[src/rtl/xcfr_pkg.sv]
`timescale 1ns / 1ps
`default_nettype none
// ----------------------------------------------------------------------------
// xcfr_pkg
// Shared types, codes and reset values of the XOR checked frame receiver.
// ----------------------------------------------------------------------------
package xcfr_pkg;

	localparam int STORE_DEPTH_DEF = 64;

	typedef enum logic [1:0] {
		RX_IDLE,
		RX_DATA,
		RX_CHECK,
		RX_DRAIN
	} rx_state_t;

	typedef enum logic [2:0] {
		STS_ACK     = 3'd0,
		STS_NACK    = 3'd1,
		STS_FRAME   = 3'd2,
		STS_ERROR   = 3'd3,
		STS_TIMEOUT = 3'd4
	} status_t;

	localparam logic [2:0] REG_START   = 3'd0;
	localparam logic [2:0] REG_ACK     = 3'd1;
	localparam logic [2:0] REG_NACK    = 3'd2;
	localparam logic [2:0] REG_SEED    = 3'd3;
	localparam logic [2:0] REG_TIMEOUT = 3'd4;

	localparam logic [7:0]  START_RST   = 8'd177;
	localparam logic [7:0]  ACK_RST     = 8'd6;
	localparam logic [7:0]  NACK_RST    = 8'd21;
	localparam logic [7:0]  SEED_RST    = 8'd255;
	localparam logic [15:0] TIMEOUT_RST = 16'd100;

	localparam logic KIND_BYTE = 1'b0;
	localparam logic KIND_TICK = 1'b1;

endpackage
`default_nettype wire

[src/rtl/xor_checked_frame_receiver.sv]
`timescale 1ns / 1ps
`default_nettype none
// ----------------------------------------------------------------------------
// xor_checked_frame_receiver
// Byte stream deframer: start byte, length, payload, XOR check byte.
// ----------------------------------------------------------------------------
// channel   dir  handshake          payload
// s_*       in   tvalid/tready      tdata = rx_byte, tuser = kind
// m_*       out  tvalid/tready      tdata = frame_byte, byte_index; tuser = status
// apb       in   psel/penable/...   registers 0..4 at byte address 4*i
//
// One input word per cycle while no frame drains; each result goes through
// a one-word output register, and input stalls only when that register is
// full and not taken. A good frame of n bytes drains from the frame memory
// at one word per cycle while m_tready holds (read port plus read register),
// input held meanwhile; arst_n clears control state and registers, not the frame memory.
// ----------------------------------------------------------------------------
module xor_checked_frame_receiver #(
	parameter int STORE_DEPTH = xcfr_pkg::STORE_DEPTH_DEF
) (
	input  wire logic        clk,
	input  wire logic        arst_n,
	input  wire logic        s_tvalid,
	output logic             s_tready,
	input  wire logic [7:0]  s_tdata,   // [7:0] rx_byte
	input  wire logic        s_tuser,   // [0] kind
	output logic             m_tvalid,
	input  wire logic        m_tready,
	output logic [15:0]      m_tdata,   // [7:0] frame_byte, [13:8] byte_index, [15:14] zero
	output logic [2:0]       m_tuser,   // [2:0] status
	output logic             m_tlast,
	input  wire logic        psel,
	input  wire logic        penable,
	input  wire logic        pwrite,
	input  wire logic [4:0]  paddr,
	input  wire logic [31:0] pwdata,
	output logic [31:0]      prdata,
	output logic             pready
);

	localparam int AW = (STORE_DEPTH > 1) ? $clog2(STORE_DEPTH) : 1;
	localparam int FW = $clog2(STORE_DEPTH + 1);
	localparam logic [FW-1:0] DEPTH_F = FW'(STORE_DEPTH);

	logic [7:0]  start_q, ack_q, nack_q, seed_q;
	logic [15:0] timeout_q;

	xcfr_pkg::rx_state_t state_q, state_nxt;
	logic [FW-1:0] fill_q;
	logic [7:0]    len_q;
	logic [7:0]    chk_q;
	logic [15:0]   ticks_q;

	logic [7:0]    mem [STORE_DEPTH];
	logic [AW-1:0] rd_addr_q;
	logic [FW-1:0] rd_left_q;

	logic          valid_s1;
	logic [7:0]    rdata_s1;
	logic [AW-1:0] idx_s1;
	logic          last_s1;

	logic                out_valid_q;
	xcfr_pkg::status_t   status_q;
	logic [7:0]          byte_q;
	logic [5:0]          idx_q;
	logic                last_q;

	logic                accept, out_free, out_load_s1, issue;
	logic                emit;
	xcfr_pkg::status_t   emit_status;
	logic                mem_we;
	logic                fill_clr, fill_inc, len_ld, chk_seed_ld, chk_xor;
	logic                ticks_clr, ticks_inc, drain_start;
	logic [FW-1:0]       fill_nxt;
	logic [7:0]          len_cur;
	logic [15:0]         ticks_nxt;
	logic                cfg_wr;

	assign pready      = 1'b1;
	assign cfg_wr      = psel && penable && pwrite && pready;
	assign out_free    = !out_valid_q || m_tready;
	assign s_tready    = (state_q != xcfr_pkg::RX_DRAIN) && out_free;
	assign accept      = s_tvalid && s_tready;
	assign out_load_s1 = valid_s1 && out_free;
	assign issue       = (state_q == xcfr_pkg::RX_DRAIN) && (rd_left_q != '0)
		&& (!valid_s1 || out_load_s1);

	assign fill_nxt  = fill_q + FW'(1);
	assign len_cur   = (fill_q == '0) ? s_tdata : len_q;
	assign ticks_nxt = (ticks_q == 16'hFFFF) ? ticks_q : ticks_q + 16'd1;

	// configuration registers
	always_ff @(posedge clk or negedge arst_n) begin
		if (!arst_n) begin
			start_q   <= xcfr_pkg::START_RST;
			ack_q     <= xcfr_pkg::ACK_RST;
			nack_q    <= xcfr_pkg::NACK_RST;
			seed_q    <= xcfr_pkg::SEED_RST;
			timeout_q <= xcfr_pkg::TIMEOUT_RST;
		end else if (cfg_wr) begin
			unique case (paddr[4:2])
				xcfr_pkg::REG_START:   start_q   <= pwdata[7:0];
				xcfr_pkg::REG_ACK:     ack_q     <= pwdata[7:0];
				xcfr_pkg::REG_NACK:    nack_q    <= pwdata[7:0];
				xcfr_pkg::REG_SEED:    seed_q    <= pwdata[7:0];
				xcfr_pkg::REG_TIMEOUT: timeout_q <= pwdata[15:0];
				default: ;
			endcase
		end
	end

	always_comb begin
		unique case (paddr[4:2])
			xcfr_pkg::REG_START:   prdata = {24'd0, start_q};
			xcfr_pkg::REG_ACK:     prdata = {24'd0, ack_q};
			xcfr_pkg::REG_NACK:    prdata = {24'd0, nack_q};
			xcfr_pkg::REG_SEED:    prdata = {24'd0, seed_q};
			xcfr_pkg::REG_TIMEOUT: prdata = {16'd0, timeout_q};
			default:               prdata = 32'd0;
		endcase
	end

	// next state and per-word actions
	always_comb begin
		state_nxt   = state_q;
		emit        = 1'b0;
		emit_status = xcfr_pkg::STS_ERROR;
		mem_we      = 1'b0;
		fill_clr    = 1'b0;
		fill_inc    = 1'b0;
		len_ld      = 1'b0;
		chk_seed_ld = 1'b0;
		chk_xor     = 1'b0;
		ticks_clr   = 1'b0;
		ticks_inc   = 1'b0;
		drain_start = 1'b0;
		unique case (state_q)
			xcfr_pkg::RX_IDLE: begin
				if (accept && s_tuser == xcfr_pkg::KIND_BYTE) begin
					if (s_tdata == start_q) begin
						state_nxt   = xcfr_pkg::RX_DATA;
						fill_clr    = 1'b1;
						chk_seed_ld = 1'b1;
						ticks_clr   = 1'b1;
					end else begin
						emit = 1'b1;
						if (s_tdata == ack_q)
							emit_status = xcfr_pkg::STS_ACK;
						else if (s_tdata == nack_q)
							emit_status = xcfr_pkg::STS_NACK;
						else
							emit_status = xcfr_pkg::STS_ERROR;
					end
				end
			end
			xcfr_pkg::RX_DATA, xcfr_pkg::RX_CHECK: begin
				if (accept && s_tuser == xcfr_pkg::KIND_TICK) begin
					ticks_inc = 1'b1;
					if (ticks_nxt >= timeout_q) begin
						state_nxt   = xcfr_pkg::RX_IDLE;
						emit        = 1'b1;
						emit_status = xcfr_pkg::STS_TIMEOUT;
					end
				end else if (accept && state_q == xcfr_pkg::RX_DATA) begin
					ticks_clr = 1'b1;
					if (fill_q < DEPTH_F) begin
						mem_we   = 1'b1;
						fill_inc = 1'b1;
						len_ld   = (fill_q == '0);
						chk_xor  = (fill_q != '0);
						if (8'(fill_nxt) == len_cur)
							state_nxt = xcfr_pkg::RX_CHECK;
					end else begin
						state_nxt   = xcfr_pkg::RX_IDLE;
						emit        = 1'b1;
						emit_status = xcfr_pkg::STS_ERROR;
					end
				end else if (accept) begin
					if (s_tdata == chk_q) begin
						state_nxt   = xcfr_pkg::RX_DRAIN;
						drain_start = 1'b1;
					end else begin
						state_nxt   = xcfr_pkg::RX_IDLE;
						emit        = 1'b1;
						emit_status = xcfr_pkg::STS_ERROR;
					end
				end
			end
			xcfr_pkg::RX_DRAIN: begin
				if (rd_left_q == '0 && !valid_s1)
					state_nxt = xcfr_pkg::RX_IDLE;
			end
			default: state_nxt = xcfr_pkg::RX_IDLE;
		endcase
	end

	always_ff @(posedge clk or negedge arst_n) begin
		if (!arst_n)
			state_q <= xcfr_pkg::RX_IDLE;
		else
			state_q <= state_nxt;
	end

	// frame bookkeeping
	always_ff @(posedge clk or negedge arst_n) begin
		if (!arst_n) begin
			fill_q    <= '0;
			len_q     <= 8'd0;
			chk_q     <= 8'd0;
			ticks_q   <= 16'd0;
			rd_addr_q <= '0;
			rd_left_q <= '0;
			valid_s1  <= 1'b0;
		end else begin
			if (fill_clr)
				fill_q <= '0;
			else if (fill_inc)
				fill_q <= fill_nxt;
			if (len_ld)
				len_q <= s_tdata;
			if (chk_seed_ld)
				chk_q <= seed_q;
			else if (chk_xor)
				chk_q <= chk_q ^ s_tdata;
			if (ticks_clr)
				ticks_q <= 16'd0;
			else if (ticks_inc)
				ticks_q <= ticks_nxt;
			if (drain_start) begin
				rd_addr_q <= '0;
				rd_left_q <= fill_q;
			end else if (issue) begin
				rd_addr_q <= rd_addr_q + AW'(1);
				rd_left_q <= rd_left_q - FW'(1);
			end
			valid_s1 <= issue || (valid_s1 && !out_load_s1);
		end
	end

	// frame memory: write port, registered read port
	always_ff @(posedge clk) begin
		if (mem_we)
			mem[fill_q[AW-1:0]] <= s_tdata;
	end

	always_ff @(posedge clk) begin
		if (issue) begin
			rdata_s1 <= mem[rd_addr_q];
			idx_s1   <= rd_addr_q;
			last_s1  <= (rd_left_q == FW'(1));
		end
	end

	// output register
	always_ff @(posedge clk or negedge arst_n) begin
		if (!arst_n)
			out_valid_q <= 1'b0;
		else
			out_valid_q <= emit || out_load_s1 || (out_valid_q && !m_tready);
	end

	always_ff @(posedge clk) begin
		if (out_load_s1) begin
			status_q <= xcfr_pkg::STS_FRAME;
			byte_q   <= rdata_s1;
			idx_q    <= 6'(idx_s1);
			last_q   <= last_s1;
		end else if (emit) begin
			status_q <= emit_status;
			byte_q   <= 8'd0;
			idx_q    <= 6'd0;
			last_q   <= 1'b1;
		end
	end

	assign m_tvalid = out_valid_q;
	assign m_tdata  = {2'b00, idx_q, byte_q};
	assign m_tuser  = status_q;
	assign m_tlast  = last_q;

endmodule
`default_nettype wire
[config.mk]
export PLATFORM = sky130hd
export DESIGN_NAME = xor_checked_frame_receiver
export DESIGN_NICKNAME = d
export VERILOG_FILES = /design/src/rtl/xcfr_pkg.sv /design/src/rtl/xor_checked_frame_receiver.sv
export SDC_FILE = /design/constraint.sdc
export NUM_CORES = 1
export LEC_CHECK = 0
export ABC_CLOCK_PERIOD_IN_PS = 4700
export BUFFER_PORTS_ARGS = -buffer_cell sky130_fd_sc_hd__buf_2
export CAP_MARGIN = 10
export CORE_MARGIN = 2
export CORE_UTILIZATION = 55
export CTS_CLUSTER_DIAMETER = 50
export DETAILED_ROUTE_END_ITERATION = 10
export PLACE_DENSITY = 0.72
export SLEW_MARGIN = 20
export SYNTH_ARGS = -nofsm -noshare
export SYNTH_HDL_FRONTEND = slang
export SYNTH_SLANG_ARGS = --single-unit
[constraint.sdc]
create_clock -name clk -period 4.7 [get_ports clk]
set_input_delay 0.94 -clock clk [delete_from_list [all_inputs] [get_ports clk]]
set_output_delay 0.94 -clock clk [all_outputs]
set_load 0.01 [all_outputs]
; ---- Word level (Yosys, flattened, before mapping)
; Memory sizes are Yosys's and may differ from the RTL's. A register that Yosys moved wholly into a read port is not among the register bits.
; Cells that the tools add are included.
[totals]
romBits = 0
in_bits = 53
latchBits = 0
register_bits = 129
ram_bits = 512
mem_count = 1
elab_cells = 163
[op_classes]
div_mod_pow = 0
reduce_logical = 40
n_mul = 0
add_sub_neg = 4
magnitude_cmp = 2
eq_ne = 21
n_mux = 73
bitwise = 2
shift = 0
[mem_list]
columns = memory, depth, word_bits, read_ports, rd_ports_with_merged_regs, wr, line_no
row1 = mem, 64, 8, 1, 1, 1, xor_checked_frame_receiver.sv:54  ; logic [7:0] mem [STORE_DEPTH];
[ops]
columns = operator, n
row1 = case mux 16 bit (5 select lines), 1
row2 = two-way mux 16 bit, 3
row3 = two-way mux 8 bit, 5
row4 = two-way mux 1 bit, 36
row5 = == test 8 bit, 4
row6 = two-way mux 2 bit, 14
row7 = two-way mux 7 bit, 4
row8 = two-way mux 6 bit, 4
row9 = "adder 16 x 1 -> 16 bit, second input constant", 1
row10 = "== test 16 bit, second input constant", 1
row11 = greater-or-equal comparator 16 bit, 1
row12 = zero test 7 bit, 2
row13 = nonzero test 7 bit, 2
row14 = logical AND 1 bit, 13
row15 = AND reduction 2 bit, 5
row16 = nonzero test 2 bit, 5
row17 = == test 7 x 8 -> 1 bit, 1
row18 = bitwise XOR 8 bit, 1
row19 = "adder 7 x 1 -> 7 bit, second input constant", 1
row20 = "== test 7 x 1 -> 1 bit, second input constant", 1
row21 = "< comparator 7 bit, second input constant", 1
row22 = "subtractor 7 x 1 -> 7 bit, second input constant", 1
row23 = "adder 6 x 1 -> 6 bit, second input constant", 1
row24 = "== test 3 x 2 -> 1 bit, second input constant", 2
row25 = 20 further kinds, 32

; ---- Depth between registers and ports, before layout
; Gate-level depths: netlist of the first run.
[logic_depth]
depth_word = 10
depth_mapped = 15
ltp_nobuf = 14

; ---- Worst setup path after synthesis of the first run
; Ideal clock, no wire load.
[synth_timing]
path_kind = register to register
startpoint = reg ticks_q[3]
endpoint = reg byte_q[0], enable pin
path_stages_with_launch = 15
required_ns = 4.326
setup_time_ns = 0.374
synth_period_minus_slack_ns = 3.605
setup_slack_ns = 1.095
arrival_time_ns = 3.232
cell_sequence = dfrtp_1 -> clkbuf_1 -> and4_1 -> nand3_1 -> nor3_1 -> nand3_1 -> or3_1 -> a21boi_0 -> ha_1 -> nand2_1 -> nor4_1 -> o311ai_1 -> nand3_1 -> o2bb2ai_1 -> nand2b_1
[synth_between]
elab_chain_cells = 7
word_cells_on_any_way = 8
cone_classes = 1 x add/sub / 1 x order compare / 1 x eq/ne / 4 x mux / 1 x reduce/logical
[synth_lines]
columns = element, line_no
row1 = "start, declared", xor_checked_frame_receiver.sv:52  ; logic [15:0] ticks_q;
row2 = "start signal, assigned", xor_checked_frame_receiver.sv:229  ; ticks_q <= ticks_nxt;
row3 = adder 16 x 1 -> 16 bit or == test 16 bit (tied branches), xor_checked_frame_receiver.sv:91  ; assign ticks_nxt = (ticks_q == 16'hFFFF) ? ticks_q : ticks_q + 16'd1;
row4 = two-way mux 16 bit *, xor_checked_frame_receiver.sv:91
row5 = greater-or-equal comparator 16 bit *, xor_checked_frame_receiver.sv:160  ; if (ticks_nxt >= timeout_q) begin
row6 = two-way mux 1 bit *, xor_checked_frame_receiver.sv:160
row7 = two-way mux 1 bit *, xor_checked_frame_receiver.sv:158  ; if (accept && s_tuser == xcfr_pkg::KIND_TICK) begin
row8 = case mux 1 bit (2 select lines) *, xor_checked_frame_receiver.sv:138  ; unique case (state_q)
row9 = nonzero test 2 bit (no source line) *, n/a
row10 = "end signal, assigned", xor_checked_frame_receiver.sv:266  ; byte_q <= rdata_s1;
row11 = "end, declared", xor_checked_frame_receiver.sv:65  ; logic [7:0] byte_q;
; Mark *: on every way between the ends. The rest lies on a longest branch, timed or not.
; A chain may end at the register's enable or synchronous reset.

; ---- Worst setup path in the final report of the first run
[layout_timing]
startpoint = reg ticks_q[3]
endpoint = reg byte_q[7], enable pin
; Same word-level chain as after synthesis.

==> run_results.csv, run 1 <==
group,metric,value,unit
power_and_ir_drop,power.density,514.5,mW/mm2
yosys,yosysWarningCount,0,
route,wirelength,60800,um
setup_path,regToRegSetupSlack,0.57,ns
yosys,synth_ff_type,"edfxtp_1",
route,wl_met1,25590,um
setup_path,crit_type,"flop to flop",
yosys,synth_seq_cells,649,
floorplanning,floorplan.initialDensity,55.86,%
clock_tree,clock_latency,0.62,ns
clock_tree,postCtsSetupBuffers,0,
yosys,yosys-top-cells-area,"edfxtp_1 (59%), mux4_2 (14%), dfrtp_1 (7.7%)",
clock_tree,cts-resized-gates,0,
route,ant_nets,0,
setup_path,ff2ff_path_depth,12,
setup_path,worstReg2RegStart,"ticks_q[3]",
yosys,yosys.area_share.simple,6.202,%
place,gp_congestion,0.8325,
yosys,async_reset_ff_share,16.02,%
global_route,grt_pass1_vias,14450,
clock_tree,hold_buffers,0,
final_layout,instances_no_fill,2390,
timing,finClkSkew,0.02343,ns
setup_path,start_kind,"flop",
global_route,grt_max_degree,83,
timing,rsz0062_at_grt,"no",
timing,finalCritPeriodShare,87.92,%
clock_tree,root_buffer,"clkbuf_16",
route,viasPerCell,6.152,
setup_path,rr_endpoint,"byte_q[7]",
floorplanning,die_x,227.4,um
final_layout,largest_reg_flops,512,
job,max_cap_violations,0,
yosys,synth-compound-area-share,3.003,%
route,route.met2.wl,29940,um
floorplanning,rows,81,
route,wl_per_cell,25.44,um
setup_path,cp-end-kind,"flop",
route,first_iter_violations,1425,
place,hpwlAfterDp,38280,um
yosys,syn-cell-area,0.02746,mm2
clock_tree,path_clk_slew,0.05,ns
global_route,grt_pass1_wl,91490,um
timing,setup_viol,0,
timing,tightest_slew,1.094,ns
route,drc,0,
place,portBuffers,70,
timing,max_slew_margin,26.76,%
route,routed-wl-met3,4077,um
min_path,hp-class,"primary input to asynchronous set/reset pin",
power_and_ir_drop,vdd_ir_drop_max,285.9,uV
yosys,synth_xor_area_share,2.041,%
final_layout,fin_nets,1750,
yosys,yosys.area.top_type_share,59.28,%
floorplanning,core,0.04915,mm2
power_and_ir_drop,total_leakage_power,10.55,nW
clock_tree,clock-sinks,649,
route,vias,14700,
run_status,outcome,"completed",
place,post-place-cells,2261,
timing,whs,0.3927,ns
yosys,synth_top_family_by_area,"multiplexers",
floorplanning,die_area,0.05173,mm2
final_layout,insertedDiodeCount,0,
floorplanning,ios,108,
yosys,yosysUniqueCellTypes,70,
route,top_layer,"met5",
timing,hold_viol_final,0,
yosys,synth_edf_count,542,
yosys,synthAdderAreaFrac,1.230,%
final_layout,layout-drive-gt1-share,25.55,%
power_and_ir_drop,fin_total_pwr,15.85,mW
setup_path,required,4.92,ns
clock_tree,cts_tree,"yes",
timing,slew_viol_final,0,
timing,clock.fmax,242.0,MHz
timing,fin_crit,4.132,ns
final_layout,syn_to_final_growth,12.16,%
yosys,yosysTopAreaCell,"edfxtp_1",
setup_path,path_max_fanout,15,
yosys,syn-mean-instance-area,17.42,um2
clock_tree,cts_buffer_depth,3,
global_route,overflow,0,
timing,tns,0,ns
clock_tree,cts_htree_levels,3,
route,first_pass_iters,6,
clock_tree,cts-buffers-inserted,71,
global_route,track_usage,24.35,%
floorplanning,die_y,227.4,um
setup_path,cp.arrival,4.35,ns
yosys,yosysSeqAreaShare,69.06,%
yosys,synthMuxAreaShare,16.21,%
global_route,antenna_found_initial,2,
yosys,netlist_instances,1576,
==> metrics by stage <==
| step | setup WS, ns | instance area [um2] | utilization, % |
|---|---|---|---|
| 2_1_floorplan | 1.095 | 27520 | - |
| 3_3_place_gp | 0.7040 | 28470 | 57.93 |
| 3_5_place_dp | 0.6171 | 28470 | 57.93 |
| 4_1_cts | 0.6079 | 30780 | 62.63 |
| 5_1_grt | 0.1763 | 30800 | 62.66 |
| 6_report | 0.5679 | 30800 | 62.66 |
==> how the worst max path moves through the flow <==
stage                          start         to  slack [ns]  depth (start not counted)
final                     ticks_q[3]  byte_q[7]        0.57                         12
after global routing      ticks_q[3]  byte_q[7]        0.18                         13
after CTS                 ticks_q[3]  byte_q[6]        0.61                         13
after detailed placement  ticks_q[3]  byte_q[6]        0.62                         13
after global placement    ticks_q[3]  byte_q[3]        0.70                         12
after floorplan           ticks_q[3]  byte_q[0]        1.09                         14
==> layout make-up <==
cell class / count / area [um2]
clock inverter: 42 / 412.9
sequential: 649 / 18970
tap: 664 / 830.8
inverter: 28 / 105.1
timing repair buffer: 101 / 614.3
multi-input combinational: 819 / 7963
fill: 3394 / 18360
clock buffer: 87 / 1899
==> Yosys cell counts, drive strengths merged, types with 29 or more instances <==
cell	n
edfxtp	542
mux4	169
nor2	131
dfrtp	84
nand2	70
clkbuf	53
o21ai	45
buf	44
mux2	43
a21oi	38
xor2	36
and3	29
nand3	29
==> worst max-delay path, cell delays in order (launching register included) <==
cell and delay (ns):
dfrtp_1 0.46, and4_1 0.30, nand3_1 0.14, a211oi_1 0.46, and3_1 0.30, xor2_1 0.27, ha_1 0.29, a21oi_1 0.16
o21ai_0 0.11, a21oi_1 0.18, nand3_1 0.20, o2bb2ai_1 0.44, nand2b_1 0.45
==> cells by family (layout without fill, tap and decap cells) <==
logic type	Yosys count	count (layout)
simple gates	345	345
compound gates	136	136
buf+inv	125	258
mux	228	228
xor+xnor	64	64
fa+ha+maj	27	27
other cells	2	19
flops	649	649
==> layer usage <==
layer / GRT usage [%] / up-vias
met5: 0 / -
met4: 7.000 / 2
met3: 4.117 / 78
met2: 39.15 / 575
met1: 34.85 / 7680
li1: - / 6368
==> placed cells by master, fill, tap and decap left out, types with 8 or more instances in the layout <==
cell,instances
nand2_1,70
edfxtp_1,542
nor2_1,131
nand2b_1,9
xnor2_1,28
dfstp_2,20
ha_1,27
buf_2,69
clkbuf_1,12
clkbuf_16,73
clkinv_1,16
o21ai_0,22
nor3_1,12
conb_1,19
nand4_1,12
inv_1,26
and3_1,29
o22ai_1,8
o21ai_1,23
mux2_1,9
nand3_1,29
or3_1,11
mux2i_1,16
mux2_2,34
buf_4,29
nor4_1,8
dfrtp_1,81
mux4_2,169
xor2_1,36
a21oi_1,37
==> power by group <==
| group | switching [mW] | internal [mW] | leakage, nW |
|---|---|---|---|
| clock | 2.29 | 3.19 | 1.12 |
| combinational | 1.90 | 1.57 | 3.23 |
| sequential | 0.286 | 6.61 | 6.19 |
No activity file was read; power rests on OpenSTA's default activity.
==> run 2: changes to the inputs <==
--- a/config.mk
+++ b/config.mk
@@ -5,14 +5,16 @@
 export SDC_FILE = /design/constraint.sdc
 export NUM_CORES = 1
 export LEC_CHECK = 0
-export ABC_CLOCK_PERIOD_IN_PS = 4700
+export ABC_CLOCK_PERIOD_IN_PS = 3900
 export BUFFER_PORTS_ARGS = -buffer_cell sky130_fd_sc_hd__buf_2
 export CAP_MARGIN = 10
 export CORE_MARGIN = 2
 export CORE_UTILIZATION = 55
+export CTS_BUF_LIST = sky130_fd_sc_hd__clkbuf_8
 export CTS_CLUSTER_DIAMETER = 50
 export DETAILED_ROUTE_END_ITERATION = 10
 export PLACE_DENSITY = 0.72
+export RECOVER_POWER = 25
 export SLEW_MARGIN = 20
 export SYNTH_ARGS = -nofsm -noshare
 export SYNTH_HDL_FRONTEND = slang
==> constraint.sdc (replaced) <==
create_clock -name clk -period 3.9 [get_ports clk]
set_input_delay 0.78 -clock clk [delete_from_list [all_inputs] [get_ports clk]]
set_output_delay 0.78 -clock clk [all_outputs]
set_load 0.01 [all_outputs]
==> run 2 against run 1 <==
Setup slack got worse by 0.27 ns. Sequential power increased by 21%. The run now ends with max-capacitance violations, max-slew violations left. Critical path depth up 2. Critical endpoint is now state_q[1]. Largest cell class unchanged. Final area rose by 0.30%.
==> run_results.csv, run 2 (synthesis gave the netlist of run 1 again) <==
group,metric,value,unit
run_status,outcome,"complete, but fails checks",
floorplanning,rows,81,
clock_tree,cts-buffers-inserted,102,
setup_path,cp-end-kind,"flop",
setup_path,cp_top_family,"simple AND/OR/NAND/NOR gates",
global_route,grt_pass1_wl,90900,um
timing,max_slew_margin,-98.16,%
timing,slew_viol_final,287,
route,viasPerCell,5.998,
setup_path,crit_slowest_cell,"dfrtp_2",
route,ant_nets,0,
timing,tns,0,ns
timing,tightest_slew,2.972,ns
final_layout,layout_common_cells,"edfxtp_1 (542), mux4_2 (169), nor2_1 (131)",
setup_path,required,4.47,ns
clock_tree,clock-sinks,649,
route,vias,15090,
clock_tree,cts_htree_levels,3,
timing,hold_viol_final,0,
setup_path,crit_type,"flop to flop",
setup_path,max_stage_delay,0.41,ns
timing,setup_viol,0,
timing,rsz0062_at_grt,"no",
global_route,antenna_found_initial,1,
route,drc,0,
floorplanning,die_x,227.4,um
clock_tree,cts_buffer_depth,3,
job,max_cap_violations,6,
power_and_ir_drop,fin_total_pwr,17.81,mW
floorplanning,ios,108,
global_route,grt_max_degree,67,
final_layout,syn_to_final_growth,12.49,%
timing,finClkSkew,0.03569,ns
run_status,violations,"max-capacitance violations, max-slew violations",
setup_path,rr_endpoint,"state_q[1]",
final_layout,layout-drive-gt1-share,28.46,%
final_layout,insertedDiodeCount,0,
power_and_ir_drop,vdd_ir_drop_max,268.0,uV
clock_tree,hold_buffers,0,
route,wirelength,60730,um
clock_tree,path_clk_slew,0.06,ns
floorplanning,die_y,227.4,um
final_layout,fin_nets,1852,
setup_path,cp_common_cell,"nand3_1",
timing,clock.fmax,277.8,MHz
clock_tree,root_buffer,"clkbuf_8",
floorplanning,floorplan.initialDensity,55.86,%
setup_path,ff2ff_path_depth,14,
global_route,grt_pass1_vias,14830,
route,first_iter_violations,1613,
floorplanning,core,0.04915,mm2
place,hpwlAfterDp,38680,um
final_layout,layout_commonest_cell,"edfxtp_1",
place,gp_congestion,0.8567,
clock_tree,clock_latency,0.71,ns
place,portBuffers,70,
setup_path,cp.arrival,4.17,ns
min_path,hp-class,"primary input to asynchronous set/reset pin",
route,first_pass_iters,8,
floorplanning,die_area,0.05173,mm2
setup_path,crit_buf_inv,0,
setup_path,start_kind,"flop",
global_route,overflow,0,
route,wl_per_cell,24.14,um
final_layout,largest_reg_flops,512,
setup_path,worstPathCellList,"and4_2 > nand3_1 > nor3_4 > nand3_1 > or3_1 > a21boi_0 > ha_1 > nand2_1 > nor4_4 > o311ai_1 > nand3_2 > o221ai_1 > a21oi_2 > mux2_1",
timing,finalCritPeriodShare,92.30,%
timing,fin_crit,3.600,ns
power_and_ir_drop,total_leakage_power,10.82,nW
setup_path,path_max_fanout,6,
power_and_ir_drop,power.density,576.6,mW/mm2
setup_path,regToRegSetupSlack,0.30,ns
setup_path,worstReg2RegStart,"ticks_q[4]",
global_route,track_usage,24.24,%
clock_tree,cts_tree,"yes",
run 2: power breakdown:
| group | switching [mW] | internal, mW |
|---|---|---|
| Clock | 2.63 | 2.58 |
| Sequential | 0.380 | 7.96 |
| Combinational | 2.27 | 1.99 |
| Total | 5.28 | 12.5 |
run 2: area by class of cell:
| cell class | count | area [um2] |
|---|---|---|
| flip-flops and latches | 649 | 18970 |
| fillers | 3483 | 18270 |
| multi-input cells | 819 | 7986 |
| clock buffers | 108 | 1486 |
| repair buffers | 172 | 1154 |
| well taps | 664 | 830.8 |
| clock inverters | 76 | 357.8 |
| inverters | 28 | 105.1 |
run 2: timing repair:
item,CTS,global route
setup buffers,0,1
endpoints found under the hold margin,0,0
gates resized for setup,0,7
setup endpoints to repair,0,20
run 2: routing by layer:
metal	vias to the layer above	GRT usage (%)	share of wire [%]
met3	100	5.240	8.1
met4	0	6.979	2.3
met5	-	0	0
li1	6576	-	-
met1	7783	35.37	42
met2	631	37.35	48
run 2: worst max-delay path by stage:
stage                     from    endpoint  slack (ns)  depth (start not counted)
finish              ticks_q[4]  state_q[1]        0.30                         14
global route        ticks_q[6]  state_q[1]        0.04                         14
CTS                 ticks_q[4]  state_q[1]       0.005                         14
detailed placement  ticks_q[4]  state_q[1]        0.03                         14
global placement    ticks_q[4]  state_q[1]        0.17                         14
floorplan           ticks_q[3]   byte_q[0]        0.29                         14
run 2: metrics by stage:
| step | setup slack [ns] | util, % | hold slack, ns | instances | cell area, um2 |
|---|---|---|---|---|---|
| after global placement | 0.1664 | 59.10 | 0.4751 | 2331 | 29050 |
| final | 0.3003 | 62.84 | 0.1517 | 2516 | 30890 |
| after detailed placement | 0.02833 | 59.10 | 0.4794 | 2331 | 29050 |
| after global routing | 0.03598 | 62.84 | 0.1911 | 2516 | 30890 |
| after floorplan | 0.2945 | - | 0.4231 | 1593 | 27520 |
| after CTS | 0.004653 | 62.85 | 0.1378 | 2515 | 30890 |
run 2: worst register-to-register path: cells and delay by family (launching register included):
family / cells / cell delay [ns]
AND/OR/NAND/NOR: 8 / 1.74
multiplexers: 1 / 0.34
AO/OA/AOI/OAI: 4 / 0.69
adder cells (fa/ha/maj): 1 / 0.29
flip-flops: 1 / 0.41
==> run 3: changes to the inputs <==
--- a/config.mk
+++ b/config.mk
@@ -10,11 +10,11 @@
 export CAP_MARGIN = 10
 export CORE_MARGIN = 2
 export CORE_UTILIZATION = 55
-export CTS_BUF_LIST = sky130_fd_sc_hd__clkbuf_8
 export CTS_CLUSTER_DIAMETER = 50
 export DETAILED_ROUTE_END_ITERATION = 10
 export PLACE_DENSITY = 0.72
 export RECOVER_POWER = 25
+export SKIP_LAST_GASP = 1
 export SLEW_MARGIN = 20
 export SYNTH_ARGS = -nofsm -noshare
 export SYNTH_HDL_FRONTEND = slang
==> run 3 against run 2 <==
Register-to-register slack worse by 0.096 ns. Maximum frequency is 2.6% lower. First-iteration DRC count is 11% higher. Largest power group unchanged. Setup slack worse by 0.096 ns. Global-route usage is 0.51 points higher. Count of clock-buffer cells in the layout is 26 lower. The run still ends with max-capacitance violations, max-slew violations left. Combinational power hardly changed. Critical path depth is 10 lower.
==> run_results.csv, run 3 (synthesis gave the netlist of run 1 again) <==
group,metric,value,unit
run_status,outcome,"complete, but fails checks",
floorplanning,die_area,0.05173,mm2
route,vias,14920,
floorplanning,ios,108,
setup_path,path_max_fanout,33,
run_status,violations,"max-capacitance violations, max-slew violations",
timing,setup_viol,0,
route,first_iter_violations,1785,
clock_tree,clock_latency,0.61,ns
job,max_cap_violations,5,
setup_path,required,4.23,ns
floorplanning,die_y,227.4,um
final_layout,layout-drive-gt1-share,27.99,%
timing,finClkSkew,0.02025,ns
timing,layout_setup_ws,0.2041,ns
timing,rsz0062_at_grt,"no",
final_layout,layout_commonest_cell,"edfxtp_1",
global_route,grt_pass1_wl,92470,um
clock_tree,cts_htree_levels,3,
global_route,grt_pass1_vias,14810,
floorplanning,floorplan.initialDensity,55.86,%
final_layout,fin_nets,1820,
global_route,track_usage,24.75,%
global_route,antenna_found_initial,1,
clock_tree,cts_buffer_depth,3,
clock_tree,cts-buffers-inserted,70,
route,ant_nets,0,
timing,tns,0,ns
route,first_pass_iters,5,
floorplanning,die_x,227.4,um
place,gp_congestion,0.8567,
final_layout,largest_reg_flops,512,
power_and_ir_drop,fin_total_pwr,19.27,mW
timing,max_slew_margin,-98.47,%
timing,slew_viol_final,231,
power_and_ir_drop,power.density,614.3,mW/mm2
place,pre_cts_ws,0.02833,ns
timing,hold_viol_final,0,
clock_tree,cts_tree,"yes",
global_route,grt_max_degree,67,
setup_path,startpoint,"rd_addr_q[0]",
global_route,overflow,0,
timing,tightest_slew,2.977,ns
timing,finalCritPeriodShare,94.77,%
setup_path,regToRegSetupSlack,0.20,ns
setup_path,crit_type,"flop to flop",
min_path,hp-class,"primary input to asynchronous set/reset pin",
setup_path,rr_endpoint,"rdata_s1[2]",
setup_path,start_kind,"flop",
clock_tree,clock-sinks,649,
timing,whs,0.2339,ns
setup_path,cp-end-kind,"flop",
setup_path,crit_end,"rdata_s1[2]",
route,wl_per_cell,25.04,um
final_layout,syn_to_final_growth,14.25,%
final_layout,insertedDiodeCount,0,
setup_path,cp.arrival,4.02,ns
timing,fin_crit,3.696,ns
setup_path,worstReg2RegStart,"rd_addr_q[0]",
route,wirelength,61630,um
power_and_ir_drop,total_leakage_power,10.93,nW
clock_tree,path_clk_slew,0.06,ns
place,hpwlAfterDp,38680,um
floorplanning,core,0.04915,mm2
floorplanning,rows,81,
route,drc,0,
final_layout,layout_common_cells,"edfxtp_1 (542), mux4_2 (169), nor2_1 (131)",
clock_tree,root_buffer,"clkbuf_16",
power_and_ir_drop,vdd_ir_drop_max,457.6,uV
clock_tree,hold_buffers,0,
route,viasPerCell,6.063,
setup_path,ff2ff_path_depth,4,
timing,clock.fmax,270.6,MHz
place,portBuffers,70,
run 3: cell types whose count changed in the layout (fill, tap and decap cells not counted), moves of 2 or more:
cell	previous run	this run
clkinv_1	37	15
bufinv_16	0	8
inv_16	0	2
clkbuf_16	0	71
clkbuf_8	108	0
clkbuf_1	14	24
inv_8	2	0
clkinv_4	1	5
inv_6	2	4
clkinv_2	11	9
inv_1	46	26
run 3: layout make-up:
cell class | count | area [um2]
sequential | 649 | 18960
fill | 3372 | 17780
multi-input combinational | 819 | 7986
clock buffer | 82 | 1818
timing repair buffer | 172 | 1157
tap | 664 | 830.8
clock inverter | 47 | 508.0
inverter | 28 | 105.1
run 3: layer usage:
metal | global-route usage (%) | share of wire (%)
met5 | 0 | 0
met4 | 6.789 | 2.3
met3 | 6.647 | 8.8
met2 | 38.22 | 48
met1 | 35.26 | 41
run 3: repair_timing:
item / in CTS / in global routing
resized for setup: 0 / 7
endpoints found under the setup margin: 0 / 20
buffers inserted: 0 / 1
run 3: where the power goes:
part	switching (mW)	leakage, nW	internal, mW
Combinational	2.29	3.61	2.00
Sequential	0.380	6.19	7.96
Clock	2.73	1.13	3.92
Total	5.40	10.9	13.9
run 3: metrics by stage:
step	cells	instance area, um2	util, %
detailed placement	2331	29050	59.10
global placement	2331	29050	59.10
CTS	2460	31370	63.83
floorplan	1593	27520	-
finish	2461	31370	63.82
global route	2461	31370	63.82
run 3: worst min path at each step:
stage | to | slack (ns)
after floorplan | idx_s1[3] | 0.42
after global placement | len_q[5] | 0.48
after detailed placement | len_q[5] | 0.48
after CTS | ticks_q[7] | 0.27
after global routing | timeout_q[14] | 0.29
final | timeout_q[14] | 0.23
run 3: critical path: stages, from the launching register on:
cell and delay (ns):
dfrtp_1 1.26, buf_12 0.38, mux4_2 0.62, mux4_2 0.57, mux4_2 0.54
